`src/bfws_pkg.sv`:
```
// shared types and constants for the bounded fifo with statistics
package bfws_pkg;

  localparam int unsigned DataW  = 32;
  localparam int unsigned CountW = 5;
  localparam int unsigned StatW  = 64;

  // request command codes
  localparam logic CmdAdd = 1'b0;
  localparam logic CmdGet = 1'b1;

  // reset value of the limit register
  localparam logic [CountW-1:0] MaxCountRst = CountW'(16);

  // controller to datapath commands
  typedef struct packed {
    logic capture;  // latch request and start head read
    logic commit;   // update queue state and load result register
  } ctrl_cmd_t;

endpackage

```
`src/bfws_if.sv`:
```
// request and result channel interfaces
interface bfws_in_if;
  import bfws_pkg::*;
  logic                     valid;
  logic                     ready;
  logic                     command;
  logic signed [DataW-1:0]  value;

  modport source (output valid, output command, output value, input ready);
  modport sink   (input valid, input command, input value, output ready);
endinterface

interface bfws_out_if;
  import bfws_pkg::*;
  logic                     valid;
  logic                     ready;
  logic                     ok;
  logic signed [DataW-1:0]  value_out;
  logic [CountW-1:0]        count;
  logic [StatW-1:0]         add_attempts;
  logic [StatW-1:0]         get_attempts;
  logic [StatW-1:0]         add_successes;
  logic [StatW-1:0]         get_successes;

  modport source (output valid, output ok, output value_out, output count,
                  output add_attempts, output get_attempts, output add_successes,
                  output get_successes, input ready);
  modport sink   (input valid, input ok, input value_out, input count,
                  input add_attempts, input get_attempts, input add_successes,
                  input get_successes, output ready);
endinterface

```
`src/bfws_ctrl.sv`:
```
// request sequencing state machine and result valid flag
module bfws_ctrl
  import bfws_pkg::*;
(
  input  logic      clk_i,
  input  logic      rst_ni,
  input  logic      in_valid_i,
  output logic      in_ready_o,
  output logic      out_valid_o,
  input  logic      out_ready_i,
  output ctrl_cmd_t cmd_o
);

  typedef enum logic {
    StIdle,
    StExec
  } state_e;

  state_e state_q;
  logic   out_valid_q;
  logic   slot_free;

  // result register can take a new result this cycle
  assign slot_free = !out_valid_q || out_ready_i;

  assign in_ready_o    = (state_q == StIdle);
  assign out_valid_o   = out_valid_q;
  assign cmd_o.capture = (state_q == StIdle) && in_valid_i;
  assign cmd_o.commit  = (state_q == StExec) && slot_free;

  // state and result valid
  always_ff @(posedge clk_i or negedge rst_ni) begin
    if (!rst_ni) begin
      state_q     <= StIdle;
      out_valid_q <= 1'b0;
    end else begin
      unique case (state_q)
        StIdle: begin
          if (out_valid_q && out_ready_i) out_valid_q <= 1'b0;
          if (in_valid_i) state_q <= StExec;
        end
        StExec: begin
          if (slot_free) begin
            out_valid_q <= 1'b1;
            state_q     <= StIdle;
          end
        end
        default: state_q <= StIdle;
      endcase
    end
  end

endmodule

```
`src/bfws_dp.sv`:
```
// ring store, pointers, count, statistics counters and result register
module bfws_dp
  import bfws_pkg::*;
#(
  parameter int unsigned DEPTH = 16
) (
  input  logic                    clk_i,
  input  logic                    rst_ni,
  input  ctrl_cmd_t               cmd_i,
  input  logic                    max_count_we_i,
  input  logic [CountW-1:0]       max_count_i,
  input  logic                    command_i,
  input  logic signed [DataW-1:0] value_i,
  output logic                    ok_o,
  output logic signed [DataW-1:0] value_out_o,
  output logic [CountW-1:0]       count_o,
  output logic [StatW-1:0]        add_attempts_o,
  output logic [StatW-1:0]        get_attempts_o,
  output logic [StatW-1:0]        add_successes_o,
  output logic [StatW-1:0]        get_successes_o
);

  localparam int unsigned IdxW = (DEPTH > 1) ? $clog2(DEPTH) : 1;
  localparam logic [IdxW-1:0] LastIdx = IdxW'(DEPTH - 1);

  logic signed [DataW-1:0] mem [DEPTH];

  logic [IdxW-1:0]         head_q, tail_q;
  logic [CountW-1:0]       held_q, held_d;
  logic [CountW-1:0]       max_count_q;
  logic [StatW-1:0]        add_att_q, get_att_q, add_succ_q, get_succ_q;
  logic                    cmd_q;
  logic signed [DataW-1:0] value_q;
  logic signed [DataW-1:0] rd_data_q;
  logic                    add_ok, get_ok;

  // admission checks against the limit and the physical depth
  assign add_ok = (cmd_q == CmdAdd) && (held_q < max_count_q) &&
                  ({27'd0, held_q} < 32'(DEPTH));
  assign get_ok = (cmd_q == CmdGet) && (held_q != '0);

  always_comb begin
    held_d = held_q;
    if (add_ok)      held_d = held_q + CountW'(1);
    else if (get_ok) held_d = held_q - CountW'(1);
  end

  // request capture and registered head read
  always_ff @(posedge clk_i) begin
    if (cmd_i.capture) begin
      cmd_q     <= command_i;
      value_q   <= value_i;
      rd_data_q <= mem[head_q];
    end
  end

  // store write on a successful add
  always_ff @(posedge clk_i) begin
    if (cmd_i.commit && add_ok) mem[tail_q] <= value_q;
  end

  // pointers, count, limit and counters
  always_ff @(posedge clk_i or negedge rst_ni) begin
    if (!rst_ni) begin
      head_q      <= '0;
      tail_q      <= '0;
      held_q      <= '0;
      max_count_q <= MaxCountRst;
      add_att_q   <= '0;
      get_att_q   <= '0;
      add_succ_q  <= '0;
      get_succ_q  <= '0;
    end else begin
      if (max_count_we_i) max_count_q <= max_count_i;
      if (cmd_i.commit) begin
        held_q <= held_d;
        if (cmd_q == CmdAdd) add_att_q <= add_att_q + StatW'(1);
        else                 get_att_q <= get_att_q + StatW'(1);
        if (add_ok) begin
          add_succ_q <= add_succ_q + StatW'(1);
          tail_q     <= (tail_q == LastIdx) ? '0 : tail_q + IdxW'(1);
        end
        if (get_ok) begin
          get_succ_q <= get_succ_q + StatW'(1);
          head_q     <= (head_q == LastIdx) ? '0 : head_q + IdxW'(1);
        end
      end
    end
  end

  // result register
  always_ff @(posedge clk_i) begin
    if (cmd_i.commit) begin
      ok_o            <= add_ok || get_ok;
      value_out_o     <= get_ok ? rd_data_q : '0;
      count_o         <= held_d;
      add_attempts_o  <= (cmd_q == CmdAdd) ? add_att_q + StatW'(1) : add_att_q;
      get_attempts_o  <= (cmd_q == CmdGet) ? get_att_q + StatW'(1) : get_att_q;
      add_successes_o <= add_ok ? add_succ_q + StatW'(1) : add_succ_q;
      get_successes_o <= get_ok ? get_succ_q + StatW'(1) : get_succ_q;
    end
  end

endmodule

```
`src/bounded_fifo_with_stats_top.sv`:
```
// Bounded fifo with statistics: one result per request.
// Sequence: the request is captured, then the commit step loads the result
// register if it is free; a stalled result delays the commit step until it is taken.
// One request in flight: a new request is taken only after the commit step
// of the last one. Reset is asynchronous, active low: queue empty,
// counters zero, limit 16; store contents are undefined until written.
module bounded_fifo_with_stats_top
  import bfws_pkg::*;
#(
  parameter int unsigned DEPTH = 16
) (
  input  logic              clk_i,
  input  logic              rst_ni,
  input  logic              max_count_we_i,
  input  logic [CountW-1:0] max_count_i,
  bfws_in_if.sink           req_i,
  bfws_out_if.source        rsp_o
);

  ctrl_cmd_t cmd;

  // sequencing
  bfws_ctrl u_ctrl (
    .clk_i       (clk_i),
    .rst_ni      (rst_ni),
    .in_valid_i  (req_i.valid),
    .in_ready_o  (req_i.ready),
    .out_valid_o (rsp_o.valid),
    .out_ready_i (rsp_o.ready),
    .cmd_o       (cmd)
  );

  // queue and statistics datapath
  bfws_dp #(
    .DEPTH (DEPTH)
  ) u_dp (
    .clk_i           (clk_i),
    .rst_ni          (rst_ni),
    .cmd_i           (cmd),
    .max_count_we_i  (max_count_we_i),
    .max_count_i     (max_count_i),
    .command_i       (req_i.command),
    .value_i         (req_i.value),
    .ok_o            (rsp_o.ok),
    .value_out_o     (rsp_o.value_out),
    .count_o         (rsp_o.count),
    .add_attempts_o  (rsp_o.add_attempts),
    .get_attempts_o  (rsp_o.get_attempts),
    .add_successes_o (rsp_o.add_successes),
    .get_successes_o (rsp_o.get_successes)
  );

endmodule

```
`src/flat_wrapper.sv`:
```
// flat-port wrapper written by rule: the top's interface ports become plain ports
module bounded_fifo_with_stats_top_flat import bfws_pkg::*;
#(
  parameter int unsigned DEPTH = 16
)
  (clk_i, rst_ni, max_count_we_i, max_count_i, req_i_valid, req_i_command, req_i_value, req_i_ready, rsp_o_valid, rsp_o_ok, rsp_o_value_out, rsp_o_count, rsp_o_add_attempts, rsp_o_get_attempts, rsp_o_add_successes, rsp_o_get_successes, rsp_o_ready);
  bfws_in_if req_i_i ();
  bfws_out_if rsp_o_i ();
  input  logic clk_i;
  input  logic rst_ni;
  input  logic max_count_we_i;
  input  logic [CountW-1:0] max_count_i;
  input wire logic [$bits(req_i_i.valid)-1:0] req_i_valid;
  input wire logic [$bits(req_i_i.command)-1:0] req_i_command;
  input wire logic [$bits(req_i_i.value)-1:0] req_i_value;
  output wire logic [$bits(req_i_i.ready)-1:0] req_i_ready;
  output wire logic [$bits(rsp_o_i.valid)-1:0] rsp_o_valid;
  output wire logic [$bits(rsp_o_i.ok)-1:0] rsp_o_ok;
  output wire logic [$bits(rsp_o_i.value_out)-1:0] rsp_o_value_out;
  output wire logic [$bits(rsp_o_i.count)-1:0] rsp_o_count;
  output wire logic [$bits(rsp_o_i.add_attempts)-1:0] rsp_o_add_attempts;
  output wire logic [$bits(rsp_o_i.get_attempts)-1:0] rsp_o_get_attempts;
  output wire logic [$bits(rsp_o_i.add_successes)-1:0] rsp_o_add_successes;
  output wire logic [$bits(rsp_o_i.get_successes)-1:0] rsp_o_get_successes;
  input wire logic [$bits(rsp_o_i.ready)-1:0] rsp_o_ready;
  assign req_i_i.valid = req_i_valid;
  assign req_i_i.command = req_i_command;
  assign req_i_i.value = req_i_value;
  assign req_i_ready = req_i_i.ready;
  assign rsp_o_valid = rsp_o_i.valid;
  assign rsp_o_ok = rsp_o_i.ok;
  assign rsp_o_value_out = rsp_o_i.value_out;
  assign rsp_o_count = rsp_o_i.count;
  assign rsp_o_add_attempts = rsp_o_i.add_attempts;
  assign rsp_o_get_attempts = rsp_o_i.get_attempts;
  assign rsp_o_add_successes = rsp_o_i.add_successes;
  assign rsp_o_get_successes = rsp_o_i.get_successes;
  assign rsp_o_i.ready = rsp_o_ready;
  bounded_fifo_with_stats_top #(.DEPTH(DEPTH)) u_core (.clk_i(clk_i), .rst_ni(rst_ni), .max_count_we_i(max_count_we_i), .max_count_i(max_count_i), .req_i(req_i_i), .rsp_o(rsp_o_i));
endmodule
```
`config.mk`:
```
export PLATFORM = sky130hd
export DESIGN_NAME = bounded_fifo_with_stats_top_flat
export DESIGN_NICKNAME = d
export VERILOG_FILES = /design/src/bfws_pkg.sv /design/src/bfws_if.sv /design/src/bfws_ctrl.sv /design/src/bfws_dp.sv /design/src/bounded_fifo_with_stats_top.sv /design/src/flat_wrapper.sv
export SDC_FILE = /design/constraint.sdc
export NUM_CORES = 1
export LEC_CHECK = 0
export BUFFER_PORTS_ARGS = -buffer_cell sky130_fd_sc_hd__buf_4
export CORE_MARGIN = 3
export CORE_UTILIZATION = 58
export DETAILED_ROUTE_END_ITERATION = 10
export PLACE_DENSITY_LB_ADDON = 0.3
export SLEW_MARGIN = 10
export SYNTH_ARGS = -nofsm -noshare
export SYNTH_HDL_FRONTEND = slang
export SYNTH_SLANG_ARGS = --single-unit
```
`constraint.sdc`:
```
create_clock -name clk_i -period 11.41 [get_ports clk_i]
set_clock_uncertainty 0.1 [all_clocks]
set_input_delay 1.141 -clock clk_i [delete_from_list [all_inputs] [get_ports clk_i]]
set_output_delay 1.141 -clock clk_i [all_outputs]
set_load 0.05 [all_outputs]
```
### Word level (Yosys, flattened, before mapping)

Memory sizes are Yosys's and may differ from the RTL's. A register that Yosys moved wholly into a read port is not among the register bits.
Index checks and enable logic that the tools add are counted.

| word-level totals | value |
|---|---|
| flip-flop bits (word level) | 603 |
| latch bits | 0 |
| bits in writable memories | 512 |
| ROM bits | 0 |
| bits of input ports | 43 |
| logic and storage cells | 66 |
| memories | 1 |

Memory list:

| name | words | width | read ports | clocked after Yosys merged registers in | wr ports | RTL line | RTL |
|---|---|---|---|---|---|---|---|
| u_core.u_dp.mem | 16 | 32 | 1 | 1 | 1 | bfws_dp.sv:26 | `logic signed [DataW-1:0] mem [DEPTH];` |

| cells by class | value |
|---|---|
| $add $sub $neg | 8 |
| multipliers | 0 |
| div/mod/pow operators | 0 |
| $lt $le $gt $ge | 2 |
| equal/unequal tests | 4 |
| shifts and indexed selects | 0 |
| mux-type cells | 16 |
| bitwise gates (word level) | 2 |
| reduce and logical (&&, ||, !) cells | 14 |

Operators by type and width:

| kind | number |
|---|---|
| adder 64 x 1 -> 64 bit, second input constant | 4 |
| two-way mux 64 bit | 4 |
| two-way mux 5 bit | 2 |
| adder 4 x 1 -> 4 bit, second input constant | 2 |
| equality test 4 bit, second input constant | 2 |
| two-way mux 4 bit | 2 |
| logical AND 1 bit | 7 |
| two-way mux 1 bit | 6 |
| AND reduction 2 bit | 3 |
| adder 5 x 1 -> 5 bit, second input constant | 1 |
| < comparator 5 bit | 1 |
| < comparator 5 bit, second input constant | 1 |
| nonzero test 5 bit | 1 |
| subtractor 5 x 1 -> 5 bit, second input constant | 1 |
| inequality test 2 x 1 -> 1 bit, second input constant | 2 |
| one-hot mux 1 bit (2 select lines) | 2 |
| logical OR 1 bit | 2 |
| inverter 1 bit | 2 |
| zero test 1 bit | 1 |

### Depth between registers and ports, before layout

Gate-level depths: netlist of run 1.

| depth | value |
|---|---|
| depth in word-level cells | 6 |
| mapped depth | 10 |

### Cells and area by module

From an unflattened synthesis of run 1, not the netlist that was laid out.

| second synthesis, totals | value |
|---|---|
| cells, all modules | 3,182 |
| area, all modules | 48,222.5 um2 |

By module, submodules not included:

| module | instances | cells an instance | area an instance (um2) | seq. area each (um2) |
|---|---|---|---|---|
| bfws_dp | 1 | 3,174 | 48,133.7 | 33,012.9 |
| bfws_ctrl | 1 | 8 | 88.8 | 50.0 |

### Worst setup path before layout of run 1

OpenSTA, ideal clock, no wires.

| timing path | value |
|---|---|
| path type | in2reg |
| start point | in rsp_o_ready |
| end point | reg u_core.u_dp.get_att_q[11] |
| setup time | 114 ps |
| arrival | 10,738 ps |
| path slack | 458 ps |
| cell stages on the path | 7 |
| path buffers | 2 |
| path through | nand2b_1 -> nand2_1 -> clkinv_1 -> clkbuf_1 -> clkbuf_1 -> nand2_1 -> xnor2_1 |

RTL lines:

| item | RTL line | RTL |
|---|---|---|
| start, declared | flat_wrapper.sv:25 | `input wire logic [$bits(rsp_o_i.ready)-1:0] rsp_o_ready;` |
| end signal, assigned | bfws_dp.sv:78 | `else get_att_q <= get_att_q + StatW'(1);` |
| end, declared | bfws_dp.sv:31 | `logic [StatW-1:0] add_att_q, get_att_q, add_succ_q, get_succ_q;` |

### Final worst setup path of run 1

| timing path | value |
|---|---|
| start point | in rsp_o_ready |
| end point | mem u_core.u_dp.mem[5][29] (enable) |

| on the way | value |
|---|---|
| word-level cells in the longest chain between the ends | 5 |

Ends and longest elaborated chain:

| item | RTL line | RTL |
|---|---|---|
| logical OR 1 bit | bfws_ctrl.sv:24 | `assign slot_free = !out_valid_q \|\| out_ready_i;` |
| logical AND 1 bit | bfws_ctrl.sv:29 | `assign cmd_o.commit = (state_q == StExec) && slot_free;` |
| logical AND 1 bit | bfws_dp.sv:59 | `if (cmd_i.commit && add_ok) mem[tail_q] <= value_q;` |
| two-way mux 1 bit | bfws_dp.sv:59 |  |
| two-way mux 1 bit (implied by the code) | bfws_dp.sv:59 |  |
| end, declared | bfws_dp.sv:26 |  |

No other way between the ends.

==> out/results.ini, run 1 <==
[worst_setup_path]
regToRegStartpoint = u_core.u_dp.max_count_q[4]
timing.critical_path.required_ns = 11.66
start_kind = input port
end_kind = flip-flop
critical_path_arrival_ns = 4.72
setup.worst_path.class = input port to flip-flop
worst-path-max-fanout = 82
critical_path_source = rsp_o_ready

[synth]
proportion_of_synthesized_chip_area_in_sequential_cells_pct = 69.70
synth.most_common_cell = sky130_fd_sc_hd__edfxtp_1
avgSynthCellArea_um2 = 15.44
yosysWarningCount = 0
yosys_register_bits = 1147
ys_top_cells_by_count = sky130_fd_sc_hd__edfxtp_1, sky130_fd_sc_hd__dfrtp_1, sky130_fd_sc_hd__xnor2_1, sky130_fd_sc_hd__nor2_1, sky130_fd_sc_hd__xor2_1
yosys.cell_types.count = 54
number_of_synthesized_flops_with_an_enable_pin = 871
syn-num-nets = 3130
ys_async_sr_fraction_pct = 24.06
post-synth-top-area-cell = sky130_fd_sc_hd__edfxtp_1
syn-cell-area_mm2 = 0.04744
dominantRegCellSynth = sky130_fd_sc_hd__edfxtp_1
yosys-top-cells-area = sky130_fd_sc_hd__edfxtp_1, sky130_fd_sc_hd__dfrtp_1, sky130_fd_sc_hd__mux4_2
post_synth_inst_count = 3072
synth_top_area_share_pct = 55.13

[layout]
final_nets = 3483
drive_gt1_share_pct = 20.97
area_growth_pct = 15.81
antenna_diode_count = 0
layout.core_utilization_pct = 67.99
ff_latch_area_mm2 = 0.03307
n_fill_cell = 5293
finalNonFillerCells = 4579
multiInputGateArea_mm2 = 0.01377

[routing]
drt_drc_violations_left = 0
drt-wirelength-per-cell_um = 23.93
route.vias.total = 27270
drt-initial-drc-count = 2269
postRouteAntennaNets = 0
detailed_route_vias_per_instance = 5.955
drt_first_pass_iters = 5
drt_wl_total_mm = 109.6

[floorplan]
die-area_mm2 = 0.08526
die_h_um = 292.0
io_pins = 339
core.rowCount = 104
die_w_um = 292.0
initial_core_util_pct = 58.71
placeable_area_mm2 = 0.08081

[clocking]
clock_sink_count = 1147
clk-insertion-delay-late_ns = 0.69
clock_tree_from_tritoncts = built
post_cts_resize_count = 0
clock_transition_at_the_register_clock_pins_on_the_worst_setup_and_hold_paths_after_cts_ns = 0.06
cts_max_path_buffers = 3
cts_hold_buffers = 0
clockRootBuffer = sky130_fd_sc_hd__clkbuf_16
cts.repair_timing.setup_buffer_count = 0
htree_num_levels = 3
cts_inserted_buffers = 111

[timing]
grt_setup_unrepaired = false
worst_case_setup_margin_in_the_final_layout_ns = 6.948
final_max_slew_viol_count = 0
final_min_period_over_clock_period_pct = 39.11
setup_violation_total_in_the_final_timing_report = 0
maxClockFrequency_mhz = 224.1
tightestPinTransition_ns = 1.204
layout_min_cycle_time_ns = 4.462
fin_tns_setup_ns = 0
worst_slew_margin_rel_pct = 18.97
final-hold-violation-count = 0

[pwr]
power.ir.vdd_worst_mv = 0.1808
p_leak_nw = 20.88
power.density_mw_per_mm2 = 233.5

[global_routing]
number_of_antenna_violations_at_the_first_check_in_global_routing = 0
wire_length_of_the_first_global_routing_pass_mm = 169.0
gr-usage-all-layers_pct = 25.90
grt_overflow_total = 0
pin_count_of_the_biggest_net_entering_global_routing = 166
vias_in_the_first_global_route = 27840

[placement]
gp_congestion = 0.9159
port_buffers = 338
place.detailed.instances = 4372
pre_cts_ws_ns = 6.255
detailed_placement_hpwl_mm = 67.51

[job]
drv.max_cap_violation_count = 0

[worst_hold_path]
min-delay-start = u_core.u_dp.get_att_q[63]
hp-class = flip-flop to flip-flop

[run_status]
status = finished, final reports clean

-- per-stage QoR --
stage | hold WS (ns) | total power [mW] | area, um^2
floorplan | 0.3607 | 8.166 | 47440
global placement | 0.3750 | 9.063 | 51110
detailed placement | 0.3786 | 9.137 | 51110
CTS | 0.3918 | 12.94 | 54940
global route | 0.4165 | 13.28 | 54940
finish | 0.3909 | 12.83 | 54940
-- worst paths after layout --
check | end | slack, ns | depth (start not counted)
setup / recovery | u_core.u_dp.mem[5][29] | 6.95 | 9
hold / removal | u_core.u_dp.get_att_q[63] | 0.39 | 1
setup reg to reg | u_core.u_dp.mem[5][29] | 6.97 | 8
hold reg to reg | u_core.u_dp.get_att_q[63] | 0.39 | 1
max in group asynchronous | u_core.u_dp.get_succ_q[43] | 9.26 | 2
min in group asynchronous | u_core.u_dp.get_att_q[39] | 0.44 | 1
-- worst max-delay path, stage by stage --
cell                       delay, ns
sky130_fd_sc_hd__buf_4          0.07
sky130_fd_sc_hd__nand2b_1       0.13
sky130_fd_sc_hd__nand2_2        0.34
sky130_fd_sc_hd__inv_8          0.52
sky130_fd_sc_hd__o211a_1        0.71
sky130_fd_sc_hd__nand2_1        0.21
sky130_fd_sc_hd__nor2_1         0.27
sky130_fd_sc_hd__and2_1         0.80
sky130_fd_sc_hd__buf_4          0.46
-- metal layers --
layer	wire length [um]	track usage, %
met4	3037	7.733
met1	43340	34.89
met5	0	0
met3	7082	3.932
met2	56110	44.28
-- cell usage in the layout, fill, tap and decap left out, types with 112 or more instances in the layout --
master / netlist / routed
sky130_fd_sc_hd__edfxtp_1: 871 / 871
sky130_fd_sc_hd__buf_4: 0 / 368
sky130_fd_sc_hd__dfrtp_1: 275 / 272
sky130_fd_sc_hd__xnor2_1: 260 / 260
sky130_fd_sc_hd__nor2_1: 258 / 258
sky130_fd_sc_hd__xor2_1: 250 / 250
sky130_fd_sc_hd__nand2_1: 237 / 236
sky130_fd_sc_hd__mux4_2: 160 / 160
sky130_fd_sc_hd__nand3_1: 129 / 129
sky130_fd_sc_hd__clkbuf_16: 0 / 112
-- where the power goes --
group / leakage (nW) / switching (mW) / total [mW] / internal (mW)
logic: 7.24 / 2.25 / 3.37 / 1.12
registers: 11.8 / 0.403 / 5.68 / 5.28
clock network: 1.85 / 1.59 / 3.79 / 2.19
total: 20.9 / 4.25 / 12.8 / 8.58
-- registers in the layout, indices dropped and copies added (netlist names), 32 cells and up --
| register | cells |
|---|---|
| u_core.u_dp.add_att_q | 64 |
| u_core.u_dp.add_attempts_o | 64 |
| u_core.u_dp.add_succ_q | 64 |
| u_core.u_dp.add_successes_o | 64 |
| u_core.u_dp.get_att_q | 64 |
| u_core.u_dp.get_attempts_o | 64 |
| u_core.u_dp.get_succ_q | 64 |
| u_core.u_dp.get_successes_o | 64 |
| u_core.u_dp.mem | 512 |
| u_core.u_dp.rd_data_q | 32 |
| u_core.u_dp.value_out_o | 32 |
| u_core.u_dp.value_q | 32 |
-- area by class of cell --
| class | count | area share (%) |
|---|---|---|
| inverters | 29 | 0.2118 |
| repair buffers | 372 | 5.149 |
| flip-flops and latches | 1147 | 60.20 |
| clock inverters | 71 | 1.592 |
| well taps | 1060 | 2.414 |
| clock buffers | 136 | 5.375 |
| multi-input cells | 1764 | 25.06 |
-- kinds of logic (layout without fill, tap and decap cells) --
kind of cell	Yosys count	count (layout)	share of synthesized area (%)
buffers and inverters	161	608	1.303
DFF	1147	1147	69.70
xor gates and xnor gates	512	512	9.484
AOI/OAI and AO/OA	32	32	0.4220
muxes	166	166	7.738
and+or+nand+nor	1039	1039	10.96
adders and majority gates	15	15	0.3956
No activity file was read; power rests on OpenSTA's default activity.
==> run 2, diff against run 1 <==
clock period = 4.4 ns   (was 11.41 ns; I/O delays follow)
==> run 2 against run 1 <==
Worst setup slack lost 6.0 ns. First-iteration DRC count grew 12%. Total power grew to 2.6 times the previous value. Core utilization grew 0.53 points. Die area is the same. Sequential share of layout area shrank 0.46 points. Worst hold slack lost 0.046 ns. Via count grew 1.4%. Critical endpoint is now u_core.u_dp.mem[0][18]. Largest power group unchanged.
==> out/results.ini, run 2 (synthesized netlist as in run 1, its figures left out) <==
[clocking]
clk-insertion-delay-late_ns = 0.68
clock_transition_at_the_register_clock_pins_on_the_worst_setup_and_hold_paths_after_cts_ns = 0.06
post_cts_resize_count = 0
clockRootBuffer = sky130_fd_sc_hd__clkbuf_16
clock_tree_from_tritoncts = built
htree_num_levels = 3
cts.repair_timing.setup_buffer_count = 0
cts_inserted_buffers = 112
cts_max_path_buffers = 3
clock_sink_count = 1147

[layout]
max_flop_register = u_core.u_dp.mem
postLayoutCellArea_mm2 = 0.05536
antenna_diode_count = 0
layout.cells.most_common_list = sky130_fd_sc_hd__edfxtp_1, sky130_fd_sc_hd__buf_4, sky130_fd_sc_hd__dfrtp_1
finalNonFillerCells = 4641
largest_register_ff_count = 512
area_growth_pct = 16.71
layout_commonest_cell = sky130_fd_sc_hd__edfxtp_1
drive_gt1_share_pct = 20.86
final_nets = 3543

[worst_setup_path]
start_kind = flip-flop
critical_path_source = u_core.u_dp.max_count_q[4]
cp.depth = 7
logic_depth_of_the_worst_register_to_register_path = 7
crit_family = compound AO/OA/AOI/OAI gates
worst_path_buffer_plus_inverter_count = 2
timing.critical_path.required_ns = 4.67
crit_path_end = u_core.u_dp.mem[0][18]
reg2reg_to = u_core.u_dp.mem[0][18]
worst-path-max-fanout = 25
end_kind = flip-flop
critical_path.cell_chain = inv_1, ha_1, a2111oi_1, o211ai_1, nor3_1, and2_1, buf_12
critical_path.slowest_cell = sky130_fd_sc_hd__a2111oi_1
critical_path_arrival_ns = 3.76
regToRegStartpoint = u_core.u_dp.max_count_q[4]
setup.worst_path.class = flip-flop to flip-flop
slowest_stage_delay_on_critical_path_ns = 0.68
rrSetupSlack_ns = 0.91

[floorplan]
core.rowCount = 104
die-area_mm2 = 0.08526
placeable_area_mm2 = 0.08081
io_pins = 339
initial_core_util_pct = 58.71
die_w_um = 292.0
die_h_um = 292.0

[routing]
drt_drc_violations_left = 0
drt-wirelength-per-cell_um = 24.44
route.vias.total = 27640
postRouteAntennaNets = 0
drt-initial-drc-count = 2539
detailed_route_vias_per_instance = 5.956
drt_wl_total_mm = 113.4
drt_first_pass_iters = 6

[placement]
place.detailed.instances = 4389
postPlaceCellArea_mm2 = 0.05132
port_buffers = 338
gp_congestion = 0.9188
pre_cts_ws_ns = 0.9265
detailed_placement_hpwl_mm = 70.58

[global_routing]
number_of_antenna_violations_at_the_first_check_in_global_routing = 0
grt_overflow_total = 0
pin_count_of_the_biggest_net_entering_global_routing = 138
vias_in_the_first_global_route = 28360
wire_length_of_the_first_global_routing_pass_mm = 172.9
gr-usage-all-layers_pct = 26.75

[timing]
fin_tns_setup_ns = 0
final_max_slew_viol_count = 0
worst_case_setup_margin_in_the_final_layout_ns = 0.9059
setup_violation_total_in_the_final_timing_report = 0
layout_min_cycle_time_ns = 3.494
final_min_period_over_clock_period_pct = 79.41
final-hold-violation-count = 0
grt_setup_unrepaired = false
maxClockFrequency_mhz = 286.2
worst_slew_margin_rel_pct = 33.77
tightestPinTransition_ns = 0.9934

[pwr]
p_leak_nw = 21.06
power.ir.vdd_worst_mv = 0.4268
fin_total_pwr_mw = 33.08
power.density_mw_per_mm2 = 597.6

[worst_hold_path]
hp-class = input port to asynchronous set/reset pin

[job]
drv.max_cap_violation_count = 0

[run_status]
status = finished, final reports clean

[run 2: worst min path at each step]
stage,startpoint,end,slack [ns],cells after the start
finish,rst_ni,u_core.u_dp.get_att_q[40],0.34,2
global route,req_i_value[12],u_core.u_dp.value_q[12],0.35,2
CTS,req_i_value[12],u_core.u_dp.value_q[12],0.33,2
detailed placement,u_core.u_dp.get_succ_q[63],u_core.u_dp.get_succ_q[63],0.40,1
global placement,u_core.u_dp.get_att_q[63],u_core.u_dp.get_att_q[63],0.38,1
floorplan,rst_ni,u_core.u_ctrl.out_valid_o,0.04,0
[run 2: repair_timing]
action                                  4_1_cts  5_1_grt
endpoints found under the hold margin       151        0
endpoints found under the setup margin        0        0
hold buffers                                 42        0
[run 2: area by class of cell]
cell class	instances	area (um^2)
clock inverters	67	661.9
multi-input cells	1764	13770
fillers	5380	25440
inverters	29	116.4
well taps	1060	1326
clock buffers	143	2959
flip-flops and latches	1147	33070
repair buffers	431	3461
[run 2: worst reg2reg max path, stage by stage (launching register included)]
cell	delay, ns
sky130_fd_sc_hd__dfstp_2	0.52
sky130_fd_sc_hd__inv_1	0.05
sky130_fd_sc_hd__ha_1	0.28
sky130_fd_sc_hd__a2111oi_1	0.68
sky130_fd_sc_hd__o211ai_1	0.32
sky130_fd_sc_hd__nor3_1	0.36
sky130_fd_sc_hd__and2_1	0.55
sky130_fd_sc_hd__buf_12	0.31
[run 2: stage by stage]
step / hold WS (ns) / util, %
2_1_floorplan: 0.04441 / -
3_3_place_gp: 0.3751 / 63.51
3_5_place_dp: 0.3979 / 63.51
4_1_cts: 0.3318 / 68.51
5_1_grt: 0.3482 / 68.51
6_report: 0.3449 / 68.51
[run 2: routing by layer]
layer,track usage [%],up-vias,part of all wire (%)
met5,0,-,0
li1,-,12190,-
met4,9.454,0,3.3
met2,44.79,1174,50
met1,36.18,14060,39
met3,4.221,224,6.9
[run 2: power by group]
| part | internal [mW] | switching (mW) | total, mW | leakage [nW] |
|---|---|---|---|---|
| clock | 5.27 | 4.12 | 9.39 | 1.75 |
| combinational | 3.01 | 5.81 | 8.83 | 7.52 |
| sequential | 13.7 | 1.20 | 14.9 | 11.8 |
